===== src/hdl/vtp_pkg.sv =====
// Shared types and constants for the vertex transform with perspective divide.
package vtp_pkg;

  localparam int COORD_W = 32;
  localparam int PROD_W  = 2 * COORD_W;
  localparam int SUM_W   = PROD_W + 2;
  localparam int FRAC_W  = 16;
  localparam int DOT_W   = 50;
  localparam int MAG_W   = DOT_W;
  localparam int QBITS   = 33;
  localparam int NUM_REGS = 8;
  localparam int IDX_W   = 4;
  localparam int REG_W   = 64;

  localparam logic [COORD_W-1:0] ONE_Q16  = 32'h0001_0000;
  localparam logic [COORD_W-1:0] POS_MAX  = 32'h7FFF_FFFF;
  localparam logic [COORD_W-1:0] NEG_MAX  = 32'h8000_0000;

  localparam logic [REG_W-1:0] RST_ROW0_A = 64'h0000_0000_0001_0000;
  localparam logic [REG_W-1:0] RST_ROW1_A = 64'h0001_0000_0000_0000;
  localparam logic [REG_W-1:0] RST_ROW2_B = 64'h0000_0000_0001_0000;
  localparam logic [REG_W-1:0] RST_ROW3_B = 64'h0001_0000_0000_0000;

  localparam logic [IDX_W-1:0] REG_ROW0_A = 4'd0;
  localparam logic [IDX_W-1:0] REG_ROW0_B = 4'd1;
  localparam logic [IDX_W-1:0] REG_ROW1_A = 4'd2;
  localparam logic [IDX_W-1:0] REG_ROW1_B = 4'd3;
  localparam logic [IDX_W-1:0] REG_ROW2_A = 4'd4;
  localparam logic [IDX_W-1:0] REG_ROW2_B = 4'd5;
  localparam logic [IDX_W-1:0] REG_ROW3_A = 4'd6;
  localparam logic [IDX_W-1:0] REG_ROW3_B = 4'd7;

  typedef logic [3:0][3:0][COORD_W-1:0] vtp_mat_t;

  typedef struct packed {
    logic [MAG_W-1:0] rem;
    logic [QBITS-1:0] low;
    logic [QBITS-1:0] quo;
    logic             nneg;
    logic             nz;
    logic             qneg;
    logic             ovf;
  } vtp_lane_t;

  typedef struct packed {
    vtp_lane_t [2:0]  lane;
    logic [MAG_W-1:0] den;
    logic             wzero;
    logic             mode1;
  } vtp_div_t;

endpackage


===== src/hdl/vtp_cfg.sv =====
// Matrix configuration registers, reset to identity.
module vtp_cfg (
  input  logic                        clk,
  input  logic                        rst,
  input  logic                        cfg_valid,
  output logic                        cfg_ready,
  input  logic [vtp_pkg::IDX_W-1:0]   cfg_index,
  input  logic [vtp_pkg::REG_W-1:0]   cfg_data,
  output vtp_pkg::vtp_mat_t           mat
);
  import vtp_pkg::*;

  logic [NUM_REGS-1:0][REG_W-1:0] regs;

  assign cfg_ready = 1'b1;

  always_ff @(posedge clk) begin
    if (rst) begin
      regs[REG_ROW0_A[2:0]] <= RST_ROW0_A;
      regs[REG_ROW0_B[2:0]] <= '0;
      regs[REG_ROW1_A[2:0]] <= RST_ROW1_A;
      regs[REG_ROW1_B[2:0]] <= '0;
      regs[REG_ROW2_A[2:0]] <= '0;
      regs[REG_ROW2_B[2:0]] <= RST_ROW2_B;
      regs[REG_ROW3_A[2:0]] <= '0;
      regs[REG_ROW3_B[2:0]] <= RST_ROW3_B;
    end else if (cfg_valid && cfg_ready && (cfg_index <= REG_ROW3_B)) begin
      regs[cfg_index[2:0]] <= cfg_data;
    end
  end

  always_comb begin
    for (int r = 0; r < 4; r++) begin
      mat[r][0] = regs[2*r][COORD_W-1:0];
      mat[r][1] = regs[2*r][REG_W-1:COORD_W];
      mat[r][2] = regs[2*r+1][COORD_W-1:0];
      mat[r][3] = regs[2*r+1][REG_W-1:COORD_W];
    end
  end

endmodule


===== config.mk =====
export PLATFORM = sky130hd
export DESIGN_NAME = vtp_cfg
export DESIGN_NICKNAME = d
export VERILOG_FILES = /design/src/hdl/vtp_pkg.sv /design/src/hdl/vtp_cfg.sv
export SDC_FILE = /design/constraint.sdc
export NUM_CORES = 1
export LEC_CHECK = 0
export BUFFER_PORTS_ARGS = -buffer_cell sky130_fd_sc_hd__buf_2
export CORE_AREA = 3 3 224 226
export DETAILED_ROUTE_END_ITERATION = 7
export DIE_AREA = 0 0 227 229
export GPL_TIMING_DRIVEN = 0
export PLACE_DENSITY = 0.72
export SETUP_SLACK_MARGIN = 0.4
export SLEW_MARGIN = 5
export SYNTH_ARGS = -nofsm -noshare
export SYNTH_HDL_FRONTEND = slang
export SYNTH_SLANG_ARGS = --single-unit

===== constraint.sdc =====
create_clock -name clk -period 1.7 [get_ports clk]
set_input_delay 0.17 -clock clk [delete_from_list [all_inputs] [get_ports clk]]
set_output_delay 0.17 -clock clk [all_outputs]
set_load 0.005 [all_outputs]

==> results.cfg <==
[min_path]
hold_depth = 4
hold_path.class = in2reg

[sta]
fin_ws_ns = 0.443
worstMarginPinSlew_ns = 0.634
post-route-period-util = 0.739
max_clock_freq_mhz = 796
timing.final.setup_violations = 0
clock_skew_ns = 0
rsz0062_at_grt = false
finalHoldViolCount = 0
fin_crit_ns = 1.26
worst_slew_margin_rel = 0.577
final_max_slew_viol_count = 0

[detailed_routing]
number_of_vias_in_the_routed_layout = 15200
post-route-drc-count = 0
post_drt_wl_per_cell_um = 21.8
route.antenna.remaining_nets = 0
firstDrtPassIters = 5
totalWireLength_um = 67600
first_iter_violations = 666
viasPerCell = 4.90

[yosys]
synth_async_sr_flop_share = 0
synth.cells.most_frequent = 572 x nand2b_1, 512 x dfxtp_1, 512 x mux2i_1, 95 x clkbuf_1, 26 x buf_6
yosys_warnings = 0
post_synthesis_sequential_element_count = 512
synth.yosys.seq_area_share = 0.511
syn-instance-count = 1800
library_cell_with_the_highest_instance_count_after_synthesis = nand2b_1
netlist_top_cells_area = dfxtp_1 51%, mux2i_1 26%, nand2b_1 18%
postSynthAreaPerCell_um2 = 11.1
dominantRegCellSynth = dfxtp_1
synth_top_area_cell = dfxtp_1
synth.distinct_cells = 20
synth_edf_count = 0
netlist_area_um2 = 20000
yosys.area.top_type_share = 0.511
syn-num-nets = 1871

[final_layout]
layout-drive-gt1-share = 0.301
flip_flop_count_of_the_largest_register_all_copies_and_words_added = 512
multi_input_area_um2 = 8830
net_count_reported_at_finish = 2508
area_growth_pct = 27.1
nFillCells = 4330
flip_flop_and_latch_area_um2 = 10300

[die]
die_height_um = 229
starting_density = 0.413
placement_rows = 81
core-area_um2 = 48500
die_area_um2 = 52000
pin_count = 584
die_w_um = 227

[worst_setup_path]
crit_path_start_kind = flop
worst-setup-path-type = reg2out
worst_path_dominant_cell_family = flip-flops
worst_path_largest_cell_delay_ns = 0.37
critPathMaxFanout = 2
cp_cell_sequence = buf_2
reg2regPathDepth = 2
worst_path_max_delay_cell = dfxtp_1
critical_path_cell_count = 1
critical_path.endpoint_type = output pin
crit_required_ns = 1.53
timing.critical_path.buf_inv = 1
worst_ep_arrival_time_ns = 1.09

[power]
pwr-share-comb = 0.060
power_leakage_nw = 13.9
power.ir.vdd_worst_mv = 0.679
power_mw = 25.1
total_switching_power_mw = 5.71
seq_power_share = 0.488
clk_pwr_share = 0.452
switching_share = 0.228
cellPowerDensity_nw_per_um2 = 984
intPower_mw = 19.3

[global_route]
groute.usage.overall = 0.249
grt_ovf = 0
maximum_number_of_pins_on_one_net_before_global_route_repair = 14
grt_antenna_before_repair = 15
first_global_vias = 15500
global_route_wire_length_before_repair_um = 97700

[placed_design]
placement.io_buffers = 581
hpwlAfterDp_um = 49500
gp_congestion = 0.866
place_worst_setup_slack_ns = -0.263

[clock_network]
clk_transition_reported_paths_ns = 0.06
tritoncts_num_sinks = 512
cts_tree = built
clock_path_buffers = 3
clock_tree.htree_level_count = 2
clock_latency_late_sink_ns = 0.58
clk_root_buffer_cell = clkbuf_16
postCtsSetupBuffers = 0
cts_inserted_buffers = 52

[status]
outcome = finished, final reports clean

[flow_run]
cap_viol_max_count = 0
-- through the flow --
step                      instances  setup TNS [ns]   util  cell area [µm²]  hold WS, ns
after floorplan                1800               0      -            20000        0.341
after global placement         3003          -27.46  0.489            23700        0.453
after detailed placement       3003          -41.37  0.489            23700        0.458
after CTS                      3096               0  0.524            25400       0.0488
after global routing           3098               0  0.524            25500       0.0760
final                          3101               0  0.525            25500       0.0724
-- final timing paths --
check / start / to / slack [ns]
hold / removal: cfg_index[2] / mat[41] / 0.07
hold reg to reg: mat[22] / mat[22] / 0.47
setup / recovery: mat[34] / mat[34] / 0.44
setup reg to reg: mat[242] / mat[242] / 1.03
-- kinds of logic after synthesis --
group | Yosys count | share of synthesized area
multiplexers | 512 | 0.256
buffers and inverters | 182 | 0.0481
flip-flops | 512 | 0.511
AND/OR/NAND/NOR | 593 | 0.185
other | 1 | 0.000187
-- worst register-to-register path, delay by kind of cell (launching register included) --
kind,cells,cell delay [ns]
flops,1,0.34
mux,1,0.17
simple gates,1,0.08
-- layout by cell type (no fill, tap or decap), types with 3 or more instances in the layout --
cell        instances
buf_1              22
buf_2             602
buf_4              16
buf_6              27
clkbuf_1           98
clkbuf_16          53
clkbuf_2            8
clkbuf_8           13
clkinv_2            9
clkinvlp_4          3
dfxtp_1           507
dfxtp_2             5
diode_2             5
mux2i_1           512
nand2b_1          572
nand3_1             3
nor2_1              7
-- layer usage --
layer,GRT usage,routed length [µm]
met3,0.0724,5170
met2,0.428,32300
met5,0,68
met1,0.296,27500
met4,0.0873,2570
-- power groups by stage --
stage	sequential, mW	clock (mW)	combinational [mW]
finish	12.2	11.3	1.49
CTS	12.2	11.5	1.51
floorplan	12.5	0	0.814
global route	12.2	12.0	1.60
global placement	12.5	0	1.47
detailed placement	12.5	0	1.49
-- area by class of cell --
| cell class | instances | area share |
|---|---|---|
| Sequential cell | 512 | 0.403 |
| Multi-Input combinational cell | 1106 | 0.347 |
| Timing Repair Buffer | 583 | 0.115 |
| Clock buffer | 77 | 0.0607 |
| Buffer | 182 | 0.0384 |
| Tap cell | 622 | 0.0306 |
| Clock inverter | 14 | 0.00501 |
| Antenna cell | 5 | 0.000491 |
-- timing repair --
| action | in CTS | in global routing |
|---|---|---|
| resized for setup | 4 | 20 |
| hold buffers | 2 | 0 |
| endpoints found under the setup margin | 17 | 56 |
| endpoints found under the hold margin | 4 | 0 |
No activity file was read; power rests on OpenSTA's default activity.
