===== config.mk =====
export PLATFORM = sky130hd
export DESIGN_NAME = vtp_div_step
export DESIGN_NICKNAME = d
export VERILOG_FILES = /design/src/hdl/vtp_pkg.sv /design/src/hdl/vtp_div_step.sv
export SDC_FILE = /design/constraint.sdc
export NUM_CORES = 1
export LEC_CHECK = 0
export ABC_CLOCK_PERIOD_IN_PS = 15600
export BUFFER_PORTS_ARGS = -buffer_cell sky130_fd_sc_hd__buf_4
export CAP_MARGIN = 20
export CORE_AREA = 2 2 323 325
export CTS_CLUSTER_DIAMETER = 100
export DETAILED_ROUTE_END_ITERATION = 10
export DIE_AREA = 0 0 325 327
export HOLD_SLACK_MARGIN = 0.15
export PLACE_DENSITY = 0.53
export REMOVE_ABC_BUFFERS = 1
export SLEW_MARGIN = 25
export SYNTH_ARGS = -nofsm -noshare
export SYNTH_HDL_FRONTEND = slang
export SYNTH_SLANG_ARGS = --single-unit

===== constraint.sdc =====
create_clock -name clk -period 15.6 [get_ports clk]
set_input_delay 1.56 -clock clk [delete_from_list [all_inputs] [get_ports clk]]
set_output_delay 1.56 -clock clk [all_outputs]
set_load 0.02 [all_outputs]

===== src/hdl/vtp_pkg.sv =====
// Shared types and constants for the vertex transform with perspective divide.
package vtp_pkg;

  localparam int COORD_W = 32;
  localparam int PROD_W  = 2 * COORD_W;
  localparam int SUM_W   = PROD_W + 2;
  localparam int FRAC_W  = 16;
  localparam int DOT_W   = 50;
  localparam int MAG_W   = DOT_W;
  localparam int QBITS   = 33;
  localparam int NUM_REGS = 8;
  localparam int IDX_W   = 4;
  localparam int REG_W   = 64;

  localparam logic [COORD_W-1:0] ONE_Q16  = 32'h0001_0000;
  localparam logic [COORD_W-1:0] POS_MAX  = 32'h7FFF_FFFF;
  localparam logic [COORD_W-1:0] NEG_MAX  = 32'h8000_0000;

  localparam logic [REG_W-1:0] RST_ROW0_A = 64'h0000_0000_0001_0000;
  localparam logic [REG_W-1:0] RST_ROW1_A = 64'h0001_0000_0000_0000;
  localparam logic [REG_W-1:0] RST_ROW2_B = 64'h0000_0000_0001_0000;
  localparam logic [REG_W-1:0] RST_ROW3_B = 64'h0001_0000_0000_0000;

  localparam logic [IDX_W-1:0] REG_ROW0_A = 4'd0;
  localparam logic [IDX_W-1:0] REG_ROW0_B = 4'd1;
  localparam logic [IDX_W-1:0] REG_ROW1_A = 4'd2;
  localparam logic [IDX_W-1:0] REG_ROW1_B = 4'd3;
  localparam logic [IDX_W-1:0] REG_ROW2_A = 4'd4;
  localparam logic [IDX_W-1:0] REG_ROW2_B = 4'd5;
  localparam logic [IDX_W-1:0] REG_ROW3_A = 4'd6;
  localparam logic [IDX_W-1:0] REG_ROW3_B = 4'd7;

  typedef logic [3:0][3:0][COORD_W-1:0] vtp_mat_t;

  typedef struct packed {
    logic [MAG_W-1:0] rem;
    logic [QBITS-1:0] low;
    logic [QBITS-1:0] quo;
    logic             nneg;
    logic             nz;
    logic             qneg;
    logic             ovf;
  } vtp_lane_t;

  typedef struct packed {
    vtp_lane_t [2:0]  lane;
    logic [MAG_W-1:0] den;
    logic             wzero;
    logic             mode1;
  } vtp_div_t;

endpackage


===== src/hdl/vtp_div_step.sv =====
// One restoring-division stage: one quotient bit for each of the three lanes.
module vtp_div_step (
  input  logic              clk,
  input  logic              rst,
  input  logic              in_valid,
  input  vtp_pkg::vtp_div_t in_data,
  input  logic              en_down,
  output logic              ready,
  output logic              out_valid,
  output vtp_pkg::vtp_div_t out_data
);
  import vtp_pkg::*;

  vtp_div_t nxt;
  logic [MAG_W:0] trial [3];
  logic [MAG_W:0] diff  [3];
  logic           ge    [3];

  assign ready = !out_valid || en_down;

  always_comb begin
    nxt = in_data;
    for (int r = 0; r < 3; r++) begin
      trial[r] = {in_data.lane[r].rem, in_data.lane[r].low[QBITS-1]};
      diff[r]  = trial[r] - {1'b0, in_data.den};
      ge[r]    = trial[r] >= {1'b0, in_data.den};
      nxt.lane[r].rem = ge[r] ? diff[r][MAG_W-1:0] : trial[r][MAG_W-1:0];
      nxt.lane[r].quo = {in_data.lane[r].quo[QBITS-2:0], ge[r]};
      nxt.lane[r].low = {in_data.lane[r].low[QBITS-2:0], 1'b0};
    end
  end

  always_ff @(posedge clk) begin
    if (rst) out_valid <= 1'b0;
    else if (ready) out_valid <= in_valid;
  end

  always_ff @(posedge clk) begin
    if (ready) out_data <= nxt;
  end

endmodule


==> flow_metrics.tcl <==
set metrics [dict create \
    io_pins 830 \
    fin_crit_ps 5640 \
    die_w_um 325 \
    cp_max_fo 51 \
    antenna_found_initial 25 \
    clk_path_buf_depth 3 \
    critical_path.startpoint_type "primary input" \
    drtIter0Drc 1317 \
    core_um2 103000 \
    drc 0 \
    cp.arrival_ps 6000 \
    firstDrtPassIters 5 \
    skew_ps 15.5 \
    post_cts.repair.setup_buffers 0 \
    ys_seq_area_frac 0.542 \
    clockRootBuffer "clkbuf_16" \
    async_flop_share 0 \
    yosys_warnings 0 \
    grt_pass1_wl_um 148000 \
    grt_pass1_vias 18500 \
    synth_flop_cell "edfxtp_1" \
    die_h_um 327 \
    syn_to_final_growth_pct 41.4 \
    worstMarginPinSlew_ps 1050 \
    slew_violations 0 \
    clock-sinks 410 \
    dp_hpwl_um 92000 \
    grt_overflow 0 \
    setup_viol 0 \
    holdWs_ps 1100 \
    gp_congestion 0.858 \
    nFillCells 10700 \
    synth-edff-count 409 \
    finalPower_mw 3.70 \
    start_util 0.221 \
    ir_drop_mv 0.0707 \
    max_freq_mhz 177 \
    avgSynthCellArea_um2 12.0 \
    cts_buffers 51 \
    cts_resized 0 \
    ant_nets 0 \
    netlist_instances 1895 \
    grt_max_degree 141 \
    leakage_nw 13.8 \
    ys_ff_latch 410 \
    h-tree-depth 2 \
    cts_tree "built" \
    clk_latency_ps 630 \
    status "complete, no violations" \
    fp.dieArea_um2 106000 \
    finalSetupTns_ps 0 \
    totalWireLength_um 110000 \
    fin_crit_sh 0.361 \
    cellPowerDensity_nw_per_um2 115 \
    ys_types 78 \
    clkTransAtPathRegs_ps 60 \
    whs_path_depth 2 \
    rsz0062_at_grt "no" \
    syn-cell-area_um2 22700 \
    rows 118 \
    setup.worst_path.end_class "flip-flop" \
    io_buffers 823 \
    min_path_type "primary input to flip-flop" \
    detail_route.vias_per_cell 4.61 \
    drive_above_1_share 0.377 \
    wl_per_cell_um 26.6 \
    rr_worst_depth 4 \
    slew-limit-headroom 0.280 \
    hold_viol 0 \
    track_usage 0.198 \
    path_class "primary input to flip-flop" \
    crit_required_ps 15960 \
    cap_violations 0 \
    cts_hold_repair.buffers 0 \
    nets 3291 \
    num_vias 19100 \
]
## cell usage after synthesis (5+ instances only)
library cell | n | area share
a221o_1 | 6 | 0.0026
mux2_2 | 97 | 0.048
nand3_1 | 30 | 0.0066
a21oi_1 | 200 | 0.044
nor4_1 | 9 | 0.0025
mux2i_1 | 5 | 0.0022
o211ai_1 | 12 | 0.0040
buf_4 | 11 | 0.0036
a2111oi_0 | 5 | 0.0019
nand2_1 | 109 | 0.018
ha_1 | 150 | 0.083
xor2_1 | 45 | 0.017
buf_2 | 13 | 0.0029
nand2b_1 | 13 | 0.0036
and2_1 | 6 | 0.0017
nor3_1 | 12 | 0.0026
o21ai_0 | 85 | 0.019
and4_1 | 5 | 0.0019
nand4_1 | 38 | 0.010
o21bai_1 | 29 | 0.0096
and3_1 | 14 | 0.0039
xnor2_1 | 93 | 0.036
a21o_1 | 85 | 0.028
o31ai_1 | 5 | 0.0017
clkbuf_1 | 36 | 0.0060
nor2b_1 | 17 | 0.0047
inv_1 | 99 | 0.016
a211oi_1 | 9 | 0.0030
a211o_1 | 5 | 0.0019
a31o_2 | 5 | 0.0019
o21a_1 | 18 | 0.0060
edfxtp_1 | 409 | 0.54
mux2_4 | 8 | 0.0053
a31oi_1 | 23 | 0.0063
nor2_1 | 112 | 0.019
## power breakdown
part           total, mW  internal [mW]  switching, mW
Clock               1.21          0.702          0.508
Sequential          1.42           1.38         0.0445
Combinational       1.07          0.442          0.632
Total               3.70           2.52           1.18
## registers in the layout, summed over array words and instances, names as in the netlist
register / count
out_valid: 1
out_data: 409
## area by class of cell
type	count	area, um2	share of cell area
sequential	410	12300	0.383
multi-input combinational	1325	9760	0.304
timing repair buffer	834	6270	0.195
tap	1380	1730	0.0538
clock buffer	63	1320	0.0411
inverter	100	375	0.0117
clock inverter	29	332	0.0103
antenna	10	25.0	0.000779
## placed cells by master, fill, tap and decap left out, types with 10 or more instances in the layout
master,count
o211ai_1,12
nand4_1,38
inv_1,99
ha_1,150
edfxtp_1,409
diode_2,10
clkbuf_1,12
xor2_1,45
nor2b_1,17
nand2_1,109
mux2_2,97
o21ai_0,85
nand3_1,30
xnor2_1,93
nor3_1,12
clkbuf_16,51
o21bai_1,29
buf_4,833
o21a_1,18
nand2b_1,12
a21oi_1,200
a21o_1,85
a31oi_1,22
and3_1,14
nor2_1,112
## cells by family after synthesis
logic type | synth area share
compound gates | 0.151
flops | 0.542
simple gates | 0.0808
buf+inv | 0.0304
fa+ha+maj | 0.0853
xor+xnor | 0.0532
mux | 0.0576
other cells | 0.000165
## critical path, cell delays in order
cell and delay [ps]:
buf_4 120, inv_1 80, ha_1 560, o21a_1 180, o21ai_0 90, and2_1 170, a21oi_1 440, a31oi_1 340
a21oi_1 660, a31o_2 380, a21oi_2 120, o21ai_4 120, buf_4 600, mux2_2 410
## per-layer routing
metal / vias up / wire length (um) / track usage / part of all wire
li1: 8851 / - / - / -
met1: 9349 / 42400 / 0.225 / 0.38
met2: 770 / 56800 / 0.362 / 0.51
met3: 139 / 8030 / 0.0593 / 0.073
met4: 22 / 3040 / 0.0488 / 0.028
met5: - / 133 / 0 / 0.0012
## per-stage QoR
step | worst slack [ps] | util | std cells | cell area (um2)
detailed placement | 9090 | 0.296 | 4049 | 30400
global placement | 9130 | 0.296 | 4049 | 30400
floorplan | 2570 | - | 1835 | 22400
finish | 9960 | 0.312 | 4151 | 32100
global route | 9900 | 0.312 | 4143 | 32100
CTS | 9760 | 0.312 | 4141 | 32100
## path summary, 6_finish.rpt
path	startpoint	end	slack, ps
hold reg to reg	out_valid	out_data[226]	1150
setup reg to reg	out_valid	out_data[222]	12490
hold / removal	rst	out_valid	1100
setup / recovery	in_data[7]	out_data[370]	9960
(Power assumes the default switching activity.)
